==> src/rtl/binary_bcd_converter_macros.svh <==
// Assertion macros shared by the converter RTL.
// Each macro takes a label, clock, reset, antecedent, consequent and message.
`ifndef BINARY_BCD_CONVERTER_MACROS_SVH
`define BINARY_BCD_CONVERTER_MACROS_SVH

// Same-cycle implication, disabled while reset is high.
`define BBC_ASSERT_IMP(lbl, clk, rst, ante, cons, msg) \
  lbl: assert property (@(posedge clk) disable iff (rst) (ante) |-> (cons)) \
    else $error(msg);

// Next-cycle implication, disabled while reset is high.
`define BBC_ASSERT_NXT(lbl, clk, rst, ante, cons, msg) \
  lbl: assert property (@(posedge clk) disable iff (rst) (ante) |=> (cons)) \
    else $error(msg);

`endif

==> src/rtl/bbc_pkg.sv <==
// ----------------------------------------------------------------------------
// bbc_pkg
// Types, constants and step functions for the binary/BCD converter pipeline.
// ----------------------------------------------------------------------------
`default_nettype none

package bbc_pkg;

  localparam int DataW           = 32;
  localparam int BcdW            = 40;   // ten digits hold any 32-bit value
  localparam int NumNibbles      = 8;
  localparam int NumBcdDigits    = 10;
  localparam int NumStages       = 8;    // one BCD digit or four binary bits per stage
  localparam int BinBitsPerStage = 4;    // 32 binary bits over 8 stages

  typedef enum logic {
    ACT_BIN2BCD = 1'b0,
    ACT_BCD2BIN = 1'b1
  } action_e;

  typedef enum logic [1:0] {
    WIDTH_8  = 2'd0,
    WIDTH_16 = 2'd1,
    WIDTH_32 = 2'd2
  } width_mode_e;

  // Input item
  typedef struct packed {
    logic        action;
    logic [1:0]  width_mode;
    logic [31:0] value;
  } cmd_t;

  // Result item
  typedef struct packed {
    logic [31:0] result;
    logic        error;
  } rsp_t;

  // Work carried between pipeline stages
  typedef struct packed {
    logic            action;
    logic [3:0]      digits;
    logic            bad;      // invalid BCD nibble seen at entry
    logic [DataW-1:0] val;     // input bits not yet consumed, MSB first
    logic [BcdW-1:0] acc;      // BCD digits or binary accumulator
  } pipe_t;

  // Binary input mask for each width mode; the unused code acts as 32 bits
  function automatic logic [DataW-1:0] bit_mask(logic [1:0] mode);
    logic [DataW-1:0] m;
    case (width_mode_e'(mode))
      WIDTH_8:  m = 32'h0000_00FF;
      WIDTH_16: m = 32'h0000_FFFF;
      default:  m = 32'hFFFF_FFFF;
    endcase
    return m;
  endfunction

  // Ones over the low 'digits' nibbles
  function automatic logic [DataW-1:0] nibble_mask(logic [3:0] digits);
    logic [DataW-1:0] m;
    m = '0;
    for (int i = 0; i < NumNibbles; i++) begin
      if (4'(i) < digits) begin
        m[i*4 +: 4] = 4'hF;
      end
    end
    return m;
  endfunction

  // One pipeline stage of work: four double-dabble shifts, or one BCD digit
  function automatic pipe_t bbc_step(pipe_t p);
    pipe_t                 q;
    logic [BcdW+DataW-1:0] sh;
    q  = p;
    sh = {p.acc, p.val};
    if (p.action == ACT_BIN2BCD) begin
      for (int s = 0; s < BinBitsPerStage; s++) begin
        // add 3 to every digit of 5 or more, then shift one bit in
        for (int d = 0; d < NumBcdDigits; d++) begin
          if (sh[DataW + d*4 +: 4] >= 4'd5) begin
            sh[DataW + d*4 +: 4] = sh[DataW + d*4 +: 4] + 4'd3;
          end
        end
        sh = sh << 1;
      end
      q.acc = sh[BcdW+DataW-1:DataW];
      q.val = sh[DataW-1:0];
    end else begin
      // acc = acc * 10 + top nibble
      q.acc = (p.acc << 3) + (p.acc << 1) + {{(BcdW-4){1'b0}}, p.val[DataW-1 -: 4]};
      q.val = {p.val[DataW-5:0], 4'h0};
    end
    return q;
  endfunction

endpackage

`default_nettype wire

==> src/rtl/binary_bcd_converter.sv <==
// An accepted item passes the entry register, the eight conversion stages
//   (one BCD digit or four binary bits each) and the output register; done
//   is high for one cycle with its result.
// Throughput: one item per cycle; busy is low whenever rst is low.
//   Reset empties the pipeline.
// ----------------------------------------------------------------------------
// binary_bcd_converter
// Pipelined binary to packed BCD and packed BCD to binary converter.
// ----------------------------------------------------------------------------
`default_nettype none

module binary_bcd_converter #(
  parameter int MAX_DIGITS = 8
) (
  input  wire logic          clk,
  input  wire logic          rst,
  input  wire logic          start,
  output logic               busy,
  input  wire bbc_pkg::cmd_t cmd,
  output logic               done,
  output bbc_pkg::rsp_t      rsp
);
  import bbc_pkg::*;

`include "binary_bcd_converter_macros.svh"

  localparam int CapDigits = (MAX_DIGITS < NumNibbles) ? MAX_DIGITS : NumNibbles;
  localparam int Latency   = NumStages + 2;

  logic             accept;
  logic [3:0]       in_digits;
  logic [DataW-1:0] in_nmask;
  logic [DataW-1:0] bcd_word;
  logic             in_bad;
  pipe_t            pipe0_next;

  logic             stg_valid [0:NumStages];
  pipe_t            stg_data  [0:NumStages];

  logic [DataW-1:0] out_nmask;
  rsp_t             rsp_next;
  logic             out_act;
  logic             rsp_digits_ok;

  // Digit count of a width mode, capped by MAX_DIGITS
  function automatic logic [3:0] digit_count(logic [1:0] mode);
    logic [3:0] d;
    case (width_mode_e'(mode))
      WIDTH_8:  d = 4'd2;
      WIDTH_16: d = 4'd4;
      default:  d = 4'd8;
    endcase
    if (d > 4'(CapDigits)) begin
      d = 4'(CapDigits);
    end
    return d;
  endfunction

  // no stall: items are taken every cycle outside reset
  assign busy   = rst;
  assign accept = start && !busy;

  // entry: masking and BCD nibble check
  always_comb begin
    in_digits = digit_count(cmd.width_mode);
    in_nmask  = nibble_mask(in_digits);
    bcd_word  = cmd.value & in_nmask;
    in_bad    = 1'b0;
    for (int i = 0; i < NumNibbles; i++) begin
      if (in_nmask[i*4] && (bcd_word[i*4 +: 4] > 4'd9)) begin
        in_bad = 1'b1;
      end
    end
    pipe0_next.action = cmd.action;
    pipe0_next.digits = in_digits;
    pipe0_next.bad    = in_bad;
    pipe0_next.val    = (cmd.action == ACT_BCD2BIN) ? bcd_word
                                                   : (cmd.value & bit_mask(cmd.width_mode));
    pipe0_next.acc    = '0;
  end

  // entry register
  always_ff @(posedge clk) begin
    if (rst) begin
      stg_valid[0] <= 1'b0;
    end else begin
      stg_valid[0] <= accept;
    end
  end

  always_ff @(posedge clk) begin
    stg_data[0] <= pipe0_next;
  end

  // conversion stages
  for (genvar k = 1; k <= NumStages; k++) begin : g_stage
    bbc_stage u_stage (
      .clk      (clk),
      .rst      (rst),
      .in_valid (stg_valid[k-1]),
      .in_data  (stg_data[k-1]),
      .out_valid(stg_valid[k]),
      .out_data (stg_data[k])
    );
  end

  // final digit select and error
  always_comb begin
    out_nmask = nibble_mask(stg_data[NumStages].digits);
    if (stg_data[NumStages].action == ACT_BIN2BCD) begin
      rsp_next.result = stg_data[NumStages].acc[DataW-1:0] & out_nmask;
      rsp_next.error  = |(stg_data[NumStages].acc & ~{{(BcdW-DataW){1'b0}}, out_nmask});
    end else if (stg_data[NumStages].bad) begin
      rsp_next.result = '0;
      rsp_next.error  = 1'b1;
    end else begin
      rsp_next.result = stg_data[NumStages].acc[DataW-1:0];
      rsp_next.error  = 1'b0;
    end
  end

  // output register
  always_ff @(posedge clk) begin
    if (rst) begin
      done <= 1'b0;
    end else begin
      done <= stg_valid[NumStages];
    end
  end

  always_ff @(posedge clk) begin
    rsp     <= rsp_next;
    out_act <= stg_data[NumStages].action;
  end

  // every result nibble is a decimal digit
  always_comb begin
    rsp_digits_ok = 1'b1;
    for (int i = 0; i < NumNibbles; i++) begin
      if (rsp.result[i*4 +: 4] > 4'd9) begin
        rsp_digits_ok = 1'b0;
      end
    end
  end

  // checks
  `BBC_ASSERT_IMP(a_done_after_accept, clk, rst, done, $past(accept, Latency), "result without item")
  `BBC_ASSERT_NXT(a_last_stage_done, clk, rst, stg_valid[NumStages], done, "item lost at output")
  `BBC_ASSERT_IMP(a_bcd_err_zero, clk, rst, done && (out_act == ACT_BCD2BIN) && rsp.error, rsp.result == '0, "BCD error with nonzero result")
  `BBC_ASSERT_IMP(a_bin_digits, clk, rst, done && (out_act == ACT_BIN2BCD), rsp_digits_ok, "BCD output digit above 9")

endmodule

`default_nettype wire

==> src/rtl/bbc_stage.sv <==
// ----------------------------------------------------------------------------
// bbc_stage
// One register stage of the conversion pipeline.
// ----------------------------------------------------------------------------
`default_nettype none

module bbc_stage (
  input  wire logic           clk,
  input  wire logic           rst,
  input  wire logic           in_valid,
  input  wire bbc_pkg::pipe_t in_data,
  output logic                out_valid,
  output bbc_pkg::pipe_t      out_data
);
  import bbc_pkg::*;

  pipe_t data_next;

  // stage work
  always_comb begin
    data_next = bbc_step(in_data);
  end

  // valid bit, cleared by reset
  always_ff @(posedge clk) begin
    if (rst) begin
      out_valid <= 1'b0;
    end else begin
      out_valid <= in_valid;
    end
  end

  // payload
  always_ff @(posedge clk) begin
    out_data <= data_next;
  end

endmodule

`default_nettype wire
==> config.mk <==
export PLATFORM = sky130hd
export DESIGN_NAME = binary_bcd_converter
export DESIGN_NICKNAME = d
export VERILOG_FILES = /design/src/rtl/bbc_pkg.sv /design/src/rtl/binary_bcd_converter.sv /design/src/rtl/bbc_stage.sv
export VERILOG_INCLUDE_DIRS = /design/src /design/src/rtl
export SDC_FILE = /design/constraint.sdc
export NUM_CORES = 2
export LEC_CHECK = 0
export BUFFER_PORTS_ARGS = -buffer_cell sky130_fd_sc_hd__buf_2
export CAP_MARGIN = 20
export CORE_MARGIN = 10
export CORE_UTILIZATION = 67
export DETAILED_ROUTE_END_ITERATION = 12
export PLACE_DENSITY = 0.94
export SLEW_MARGIN = 20
export SYNTH_ARGS = -nofsm -noshare
export SYNTH_HDL_FRONTEND = slang
export SYNTH_SLANG_ARGS = --single-unit
==> constraint.sdc <==
create_clock -name clk -period 7.4 [get_ports clk]
set_clock_uncertainty 0.1 [all_clocks]
set_input_delay 0.37 -clock clk [delete_from_list [all_inputs] [get_ports clk]]
set_output_delay 0.37 -clock clk [all_outputs]
set_load 0.03 [all_outputs]
# ---- Word level (Yosys, flattened, before mapping)
# Index checks and enable logic that the tools add are counted.
dict set report word_totals {
  reg_bits 673
  inputBits 38
  output_inout_bits 35
}
dict set report op_classes {
  n_addsub 303
  n_lt_le_gt_ge 314
  n_eq_ne 1
  mux 536
  bitwise_logic 5
  n_reduce_logical 13
}
# op count
set op_table {}
lappend op_table {{$mux W4} 474}
lappend op_table {{$ge A4 B3 Y1 const B} 289}
lappend op_table {{$add A4 B2 Y4 const B} 261}
lappend op_table {{$add A40 B4 Y40} 7}
lappend op_table {{$add A40 B40 Y40} 7}
lappend op_table {{$mux W40} 7}
lappend op_table {{$mux W3} 49}
lappend op_table {{$and A32 B32 Y32} 3}
lappend op_table {{$add A3 B2 Y3 const B} 28}
lappend op_table {{$mux W33} 2}
lappend op_table {{$pmux W32 S2} 1}
lappend op_table {{$and A40 B40 Y40} 1}
lappend op_table {{$not A32 Y40} 1}
lappend op_table {{$reduce_or A40 Y1} 1}
lappend op_table {{$gt A4 B4 Y1 const B} 9}
lappend op_table {{$lt A3 B4 Y1 const A} 8}
lappend op_table {{$mux W32} 1}
lappend op_table {{$lt A1 B4 Y1 const A} 4}
lappend op_table {{$lt A2 B4 Y1 const A} 4}
lappend op_table {{$logic_and A1 B1 Y1} 9}
lappend op_table {{$pmux W4 S2} 1}
lappend op_table {{$reduce_or A7 Y1} 1}
lappend op_table {{$eq A2 B1 Y1 const B} 1}
lappend op_table {{$logic_not A2 Y1} 1}
lappend op_table {{other kinds (2)} 2}

# ---- Logic depth before layout (Yosys ltp)
dict set report depth {
  depth_word 12
  ltp_mapped 22
}

# ---- Cells and area by module
# Synthesis repeated with hierarchy kept, for this count alone.
dict set report unflattened {
  hier_cells 9152
  hier_area_um2 73215.2
}
# mod n_inst cells_each area_each_um2
set modules_own_cells {}
lappend modules_own_cells {{bbc_stage (g_stage[3].u_stage ...)} 6 1153 9091.2}
lappend modules_own_cells {{bbc_stage (g_stage[1].u_stage ...)} 2 1018 8235.4}
lappend modules_own_cells {binary_bcd_converter 1 198 2197.1}

# ---- Worst setup path before layout
# No wires, ideal clock.
dict set report synth_path {
  path_type {register to register}
  startpoint {register g_stage[7].u_stage.out_data[33] (netlist bit)}
  endpoint {register g_stage[8].u_stage.out_data[38] (netlist bit)}
  arrival_ns 3.553
  required_time_ns 7.230
  setup_slack_ns 3.677
  stages_incl_launch_ff 20
  n_path_buf 0
  path_cell_list {dfxtp_1 -> inv_1 -> ha_1 -> nand2b_1 -> a21oi_2 -> mux2_2 -> a21oi_1 -> xnor2_1 -> nand2b_1 -> ha_1 -> nor2b_1 -> a21oi_1 -> ha_1 -> nor2b_1 -> o21bai_1 -> a22oi_1 -> o21ai_0 -> mux2i_1 -> nor2_1 -> a21oi_1}
}
# element line_no
set synth_rtl {}
lappend synth_rtl {{start, declared} bbc_stage.sv:13} ;# output bbc_pkg::pipe_t out_data
lappend synth_rtl {{start signal, assigned} bbc_stage.sv:35} ;# out_data <= data_next;
lappend synth_rtl {{end signal, assigned} bbc_stage.sv:35}
lappend synth_rtl {{end, declared} bbc_stage.sv:13}

==> flow_summary.yaml <==
clocking:
  cts-root-buf: "clkbuf_16"
  cts_buffer_depth: 3
  h-tree-depth: 2
  cts_tree: "yes"
  insertion_delay_ps: 590
  path_clk_slew_ps: 60
  cts_made_buffers: 42
  cts.sink_count: 417
  ctsResizeCount: 0
global_routing:
  grt_max_degree: 71
  grt_util_all_layers_pct: 24.7
  overflow: 0
  first_global_vias: 29200
  antenna_found_initial: 0
  grt_pass1_wl_um: 132000
setup_path:
  critPathBufInv: 0
  crit_chain: "fa_1 > ha_1 > a21o_1 > a21oi_1 > o21a_1 > o31ai_1 > o22ai_1 > o31ai_2 > a41oi_1 > a21oi_1 > a21oi_1 > xor2_1 > a21oi_1"
  reg2reg_depth: 13
  arrival_ps: 4920
  worstSetupEndpointType: "flip-flop"
  crit_top_cell: "a21oi_1"
  cp_top_family: "compound AO/OA/AOI/OAI gates"
  rrSetupSlack_ps: 2820
  max_stage_delay_ps: 790
  cp.required_ps: 7750
  cp_num_cells: 13
  reg2reg_to: "g_stage[8].u_stage.out_data[39]"
  cp_max_fo: 25
  r2r_start: "g_stage[7].u_stage.out_data[71]"
  timing_worst_setup_path_type: "flip-flop to flip-flop"
  start_kind: "flip-flop"
  critPathSlowestCell: "dfxtp_1"
logic_synthesis:
  syn-num-nets: 4760
  netlist_instances: 4282
  synth_largest_area_cell: "dfxtp_1"
  synth_seq_area_share_pct: 24.2
  synthFlopType: "dfxtp_1"
  yosys-top-cells-area: "dfxtp_1 24%, ha_1 15%, a21oi_1 6.4%, xnor2_1 5.1%, o21ai_0 4.3%"
  avgSynthCellArea_um2: 8.04
  synth_top_area_share_pct: 24.2
  netlist_area_um2: 34400
  ys_ff_latch: 417
  yosysUniqueCellTypes: 97
  ys_warn_count: 0
  synth_edf_count: 0
  synthArstFlopShare_pct: 0
timing:
  timing.setup.tns_ps: 0
  drv_slew: 0
  report.final.hold_viol_count: 0
  tightest_slew_ps: 1180
  rsz0062_at_grt: "no"
  setup_violations: 0
  period_share_pct: 61.9
  fin_crit_ps: 4580
  fmax_ghz: 0.218
  slew_headroom_pct: 20.2
detailed_routing:
  wl_per_cell_um: 15.4
  drtIter0Drc: 2647
  drc: 0
  num_vias: 31500
  totalWireLength_um: 77500
  avgViaCountPerCell: 6.24
  drtPass1Iterations: 6
  drtAntennaViolNets: 0
cells_and_area:
  syn_to_final_growth_pct: 7.91
  final_common_cell: "a21oi_1"
  fin_nets: 4806
  n_antenna_cell: 0
  drive_above_1_share_pct: 7.29
  fillers: 3521
  layout_common_cells: "438 x a21oi_1, 426 x ha_1, 414 x dfxtp_1"
floorplanning:
  num_rows: 83
  initial_core_util_pct: 67.4
  core_um2: 51100
  die_w_um: 247
  die_y_um: 247
  io_pins: 73
  fp.dieArea_um2: 60900
outcome:
  outcome: "complete, no violations"
place:
  dp_hpwl_um: 55300
  io_buffers: 72
  gp_congestion: 0.894
job:
  maxCapViolCount: 0
min_path:
  min_delay_path_depth: 3
  min_to: "stg_data[699]"
  worstHoldStart: "cmd[32]"
  hp-class: "input pin to flip-flop"
[worst max path at each step]
stage | start | slack [ps] | endpoint
2_1_floorplan | g_stage[7].u_stage.out_data[33] | 3680 | g_stage[8].u_stage.out_data[38]
4_1_cts | g_stage[7].u_stage.out_data[71] | 2920 | g_stage[8].u_stage.out_data[39]
3_3_place_gp | g_stage[5].u_stage.out_data[71] | 3050 | g_stage[6].u_stage.out_data[28]
3_5_place_dp | g_stage[7].u_stage.out_data[71] | 2930 | g_stage[8].u_stage.out_data[39]
5_1_grt | g_stage[5].u_stage.out_data[71] | 2580 | g_stage[6].u_stage.out_data[28]
6_report | g_stage[7].u_stage.out_data[71] | 2820 | g_stage[8].u_stage.out_data[39]
[layer usage]
layer / GRT usage (%) / wire, um / vias up
li1: - / - / 15700
met1: 29.2 / 32400 / 14500
met2: 44.5 / 38300 / 1048
met3: 2.84 / 4150 / 195
met4: 9.81 / 2640 / 0
met5: 0 / 0 / -
[worst min-delay path, delay by kind of cell]
kind          cells  cell delay [ps]
simple gates      1              140
buf+inv           2              180
[sequential cells by signal (all words and copies together), names as in the netlist]
signal,cells
done,1
g_stage.u_stage.out_data,337
g_stage.u_stage.out_valid,8
rsp,33
stg_valid,1
stg_data,37
[cells in the mapped netlist, types with 62 or more instances]
master / count
clkbuf_1: 105
ha_1: 426
dfxtp_1: 417
nand2_1: 314
xor2_1: 79
inv_1: 230
nor3_1: 62
a31oi_1: 105
nand2b_1: 91
o21ai_0: 295
xnor2_1: 202
nor2b_1: 72
and2_1: 76
a21o_1: 98
a21oi_1: 438
mux2i_1: 93
nor2_1: 312
o21ai_1: 92
[final cells by class]
| type | count | area (um2) | area share, % |
|---|---|---|---|
| Multi-Input combinational cell | 3513 | 24800 | 66.6 |
| Clock buffer | 55 | 1180 | 3.18 |
| Timing Repair Buffer | 119 | 803 | 2.16 |
| Clock inverter | 23 | 325 | 0.876 |
| Inverter | 235 | 882 | 2.37 |
| Sequential cell | 417 | 8350 | 22.5 |
| Tap cell | 680 | 851 | 2.29 |
[stage by stage]
step	area (um2)	setup WS, ps	cells	hold slack, ps	util, %
floorplan	34400	3680	4282	210	-
global route	37200	2580	5042	18.2	72.7
global placement	35300	3050	4928	210	69.0
detailed placement	35300	2930	4928	212	69.0
CTS	37100	2920	5042	1.35	72.7
finish	37200	2820	5042	33.3	72.7
[cells by family (layout without fill, tap and decap cells)]
kind of cell | after synthesis | after routing | synth area share, %
AO/OA/AOI/OAI | 1497 | 1497 | 27.2
XOR/XNOR | 292 | 292 | 7.70
adder cells (fa/ha/maj) | 442 | 442 | 16.4
buffers and inverters | 352 | 432 | 3.87
flip-flops | 417 | 417 | 24.2
multiplexers | 157 | 157 | 4.83
AND/OR/NAND/NOR | 1125 | 1125 | 15.8
[what timing repair did]
action	in CTS	in global routing
hold buffers	36	0
setup buffers	0	0
hold endpoints to repair	40	0
Power is left out: the tool's default activity adds up to more than one toggle a clock period on the data nets, which glitch-free logic cannot reach.
